**config.mk**
```make
export PLATFORM = sky130hd
export DESIGN_NAME = cba_ram
export DESIGN_NICKNAME = d
export VERILOG_FILES = /design/src/design/cba_ram.sv
export SDC_FILE = /design/constraint.sdc
export NUM_CORES = 1
export LEC_CHECK = 0
export ABC_AREA = 1
export ABC_CLOCK_PERIOD_IN_PS = 2300
export BUFFER_PORTS_ARGS = -buffer_cell sky130_fd_sc_hd__buf_2
export CELL_PAD_IN_SITES_DETAIL_PLACEMENT = 1
export CELL_PAD_IN_SITES_GLOBAL_PLACEMENT = 2
export CORE_AREA = 4 4 200 202
export DETAILED_ROUTE_END_ITERATION = 8
export DIE_AREA = 0 0 204 206
export GPL_TIMING_DRIVEN = 0
export PLACE_DENSITY_LB_ADDON = 0.1
export SLEW_MARGIN = 20
export SYNTH_ARGS = -nofsm -noshare
export SYNTH_HDL_FRONTEND = slang
export SYNTH_SLANG_ARGS = --single-unit
```
**constraint.sdc**
```tcl
create_clock -name clock -period 2.3 [get_ports clock]
set_clock_uncertainty 0.15 [all_clocks]
set_input_delay 0.345 -clock clock [delete_from_list [all_inputs] [get_ports clock]]
set_output_delay 0.345 -clock clock [all_outputs]
set_load 0.005 [all_outputs]
```
**src/design/cba_ram.sv**
```systemverilog
// ----------------------------------------------------------------------------
// cba_ram
// Generic single-port-write, single-port-read RAM with registered read.
// ----------------------------------------------------------------------------
`default_nettype none
module cba_ram #(
   parameter int Width = 16,
   parameter int Depth = 16
) (
   input  wire logic                     clock,
   input  wire logic                     wr_en,
   input  wire logic [$clog2(Depth)-1:0] wr_addr,
   input  wire logic [Width-1:0]         wr_data,
   input  wire logic [$clog2(Depth)-1:0] rd_addr,
   output logic      [Width-1:0]         rd_data
);
   logic [Width-1:0] mem [Depth];

   always_ff @(posedge clock) begin
      if (wr_en) begin
         mem[wr_addr] <= wr_data;
      end
      rd_data <= mem[rd_addr];
   end
endmodule : cba_ram
`default_nettype wire

```
==> results.tsv <==
metric	value	unit
clock-sinks	272	
worst_pin_slew	0.8615	ns
min_path_cells	3	
netlist_instances	1074	
die_area	42020	µm²
avgSynthCellArea	10.60	µm²
crit_slowest_cell	clkbuf_1	
cpPeakStageDelay	0.67	ns
hpwl	23310	µm
power_density	854.8	nW/µm²
port_buffers	39	
start_kind	input pin	
syn_area	11380	µm²
area_growth	17.92	%
fill_cells	4255	
ios	42	
min_delay_worst_endpoint	rd_data[3]	
cts_setup_buffers	0	
grt_usage	17.75	%
comb_power_share	6.7	%
post_dp_cell_area	12350	µm²
yosysUniqueCellTypes	13	
worstRegToRegCells	6	
relSlewSlack	42.57	%
insertion_delay	0.54	ns
fp.dieW	204	µm
irDropWorstVdd	516.9	µV
cts.path.max_buffers	3	
rsz0062_at_grt	no	
ctsResizeCount	0	
ant_nets	0	
routabilityCongestion	0.7333	
start_util	29.73	%
multi_input_area	2440	µm²
root_buffer	clkbuf_16	
cts_tree	yes	
grt_max_degree	17	
drive_gt1_share	12.06	%
p_int	8.791	mW
diodes	0	
vias	7601	
grt_pass1_wl	53340	µm
wl_per_cell	21.67	µm
p_leak	5.640	nW
p_clk_share	44.7	%
pwr-share-seq	48.5	%
outcome	complete, no violations	
cts_buffers	35	
power_switching	2.681	mW
setup.worst_path.class	in2reg	
r2r-start	mem[9][6]	
fin_total_pwr	11.47	mW
fin_cells	1695	
layout_min_cycle_time	1.685	ns
fmax	593.4	MHz
dr.pass1.iters	4	
crit_buf_inv	3	
synth_seq_area_share	70.36	%
switching_share	23.37	%
grt_pass1_vias	7895	
final_cell_area	13420	µm²
finalNetCount	1177	
holdBufCountCts	0	
critical_path.top_delay_family	buffers and inverters	
r2r_slack	0.96	ns
cts_max_level	2	
drv_cap	0	
fin_tns_setup	0	ns
regArea	8008	µm²
die_h	206	µm
min_from	rd_addr[3]	
period_share	73.27	%
antenna_found_initial	1	
hold_viol	0	
hold_path.class	in2reg	
worstPathCellList	buf_2 > inv_2 > clkbuf_1 > nand3_1 > nand3_1 > nand3_1 > nand2_1	
first_iter_violations	357	
r2r_end	rd_data[6]	
final_max_slew_viol_count	0	
core_region_area	38290	µm²
drt-total-wl	36740	µm
ys_ff_latch	272	
yosys_warnings	0	
synth_nets	1100	
drc	0	
dp_cells	1632	
crit_path_frequent_cell	nand3_1	
setup_viol	0	
critPathCaptureType	register	
grt-ovfl-total	0	
vias_per_cell	4.484	
cp.arrival	1.98	ns
critPathRequiredTime	2.59	ns
clkTransAtPathRegs	0.05	ns
worstPathMaxFanout	10	
crit_cells	7	
std_cell_rows	72	
==> per-stage QoR <==
step           utilization, %  setup WS (ns)  hold WS (ns)
3_3_place_gp            31.93        -0.6679        0.5365
2_1_floorplan               -         0.5054        0.2939
5_1_grt                 35.05         0.5209       0.06475
6_report                35.05         0.6149       0.05017
4_1_cts                 35.05         0.5245       0.03206
3_5_place_dp            32.26        0.05617        0.5415
==> cell type report <==
cell class	instances	share of cell area, %
clock inverters	16	0.8018
flip-flops and latches	272	59.67
well taps	518	4.829
clock buffers	47	7.169
multi-input cells	553	18.18
inverters	198	5.538
repair buffers	40	1.538
plain buffers	51	2.275
==> power by group through the flow <==
stage / registers, mW / clock network, mW / logic, mW
3_3_place_gp: 5.67 / 0 / 0.772
4_1_cts: 5.57 / 5.28 / 0.798
5_1_grt: 5.58 / 5.49 / 0.862
6_report: 5.57 / 5.13 / 0.773
2_1_floorplan: 5.67 / 0 / 0.374
3_5_place_dp: 5.67 / 0 / 0.794
==> cells in the mapped netlist, drive strengths merged <==
library cell  instances  area share, %
buf                  41            2.4
clkbuf               10           0.33
dfxtp                16            2.8
nand3               193            8.5
nand2               341             11
inv                 198            6.5
nor2                 17           0.56
edfxtp              256             68
nand3b                2           0.13
==> how the worst max path moves through the flow <==
stage / end / from / slack (ns)
detailed placement: rd_data[10] / rd_addr[1] / 0.06
floorplan: mem[10][0] / wr_addr[2] / 0.51
CTS: rd_data[8] / rd_addr[2] / 0.52
finish: rd_data[5] / rd_addr[1] / 0.61
global route: rd_data[6] / rd_addr[1] / 0.52
global placement: mem[9][12] / wr_addr[2] / -0.67
==> worst reg2reg max path: cells and delay by family (launching register included) <==
| family | cells | cell delay, ns |
|---|---|---|
| and+or+nand+nor | 5 | 0.60 |
| DFF | 1 | 0.37 |
| buffers and inverters | 1 | 0.07 |
==> cells in the final DEF (no fill, tap or decap), types with 3 or more instances in the layout <==
cell type / Yosys / layout
dfxtp_1: 16 / 16
clkinv_2: 0 / 3
nand2_1: 341 / 341
edfxtp_1: 256 / 256
clkinv_1: 0 / 10
buf_2: 19 / 58
inv_1: 196 / 196
buf_4: 18 / 18
nor2_4: 0 / 15
buf_6: 3 / 4
nand3_1: 193 / 193
clkbuf_1: 10 / 19
clkbuf_16: 0 / 36
==> state kept, by name (all words and copies together), names as in the netlist <==
name,cells
mem,256
rd_data,16
==> per-layer routing <==
layer | vias to the layer above | global-route usage, % | wire length (µm) | share of wire [%]
met5 | - | 0 | 0 | 0
met2 | 107 | 31.33 | 18350 | 50
met1 | 3820 | 23.12 | 16690 | 45
met4 | 0 | 4.905 | 717 | 2.0
met3 | 48 | 2.260 | 974 | 2.7
li1 | 3626 | - | - | -
==> cells by family after synthesis <==
family | synth area share (%)
flops | 70.36
buf+inv | 9.213
simple gates | 20.43
Power figures use the tool's default switching activity.
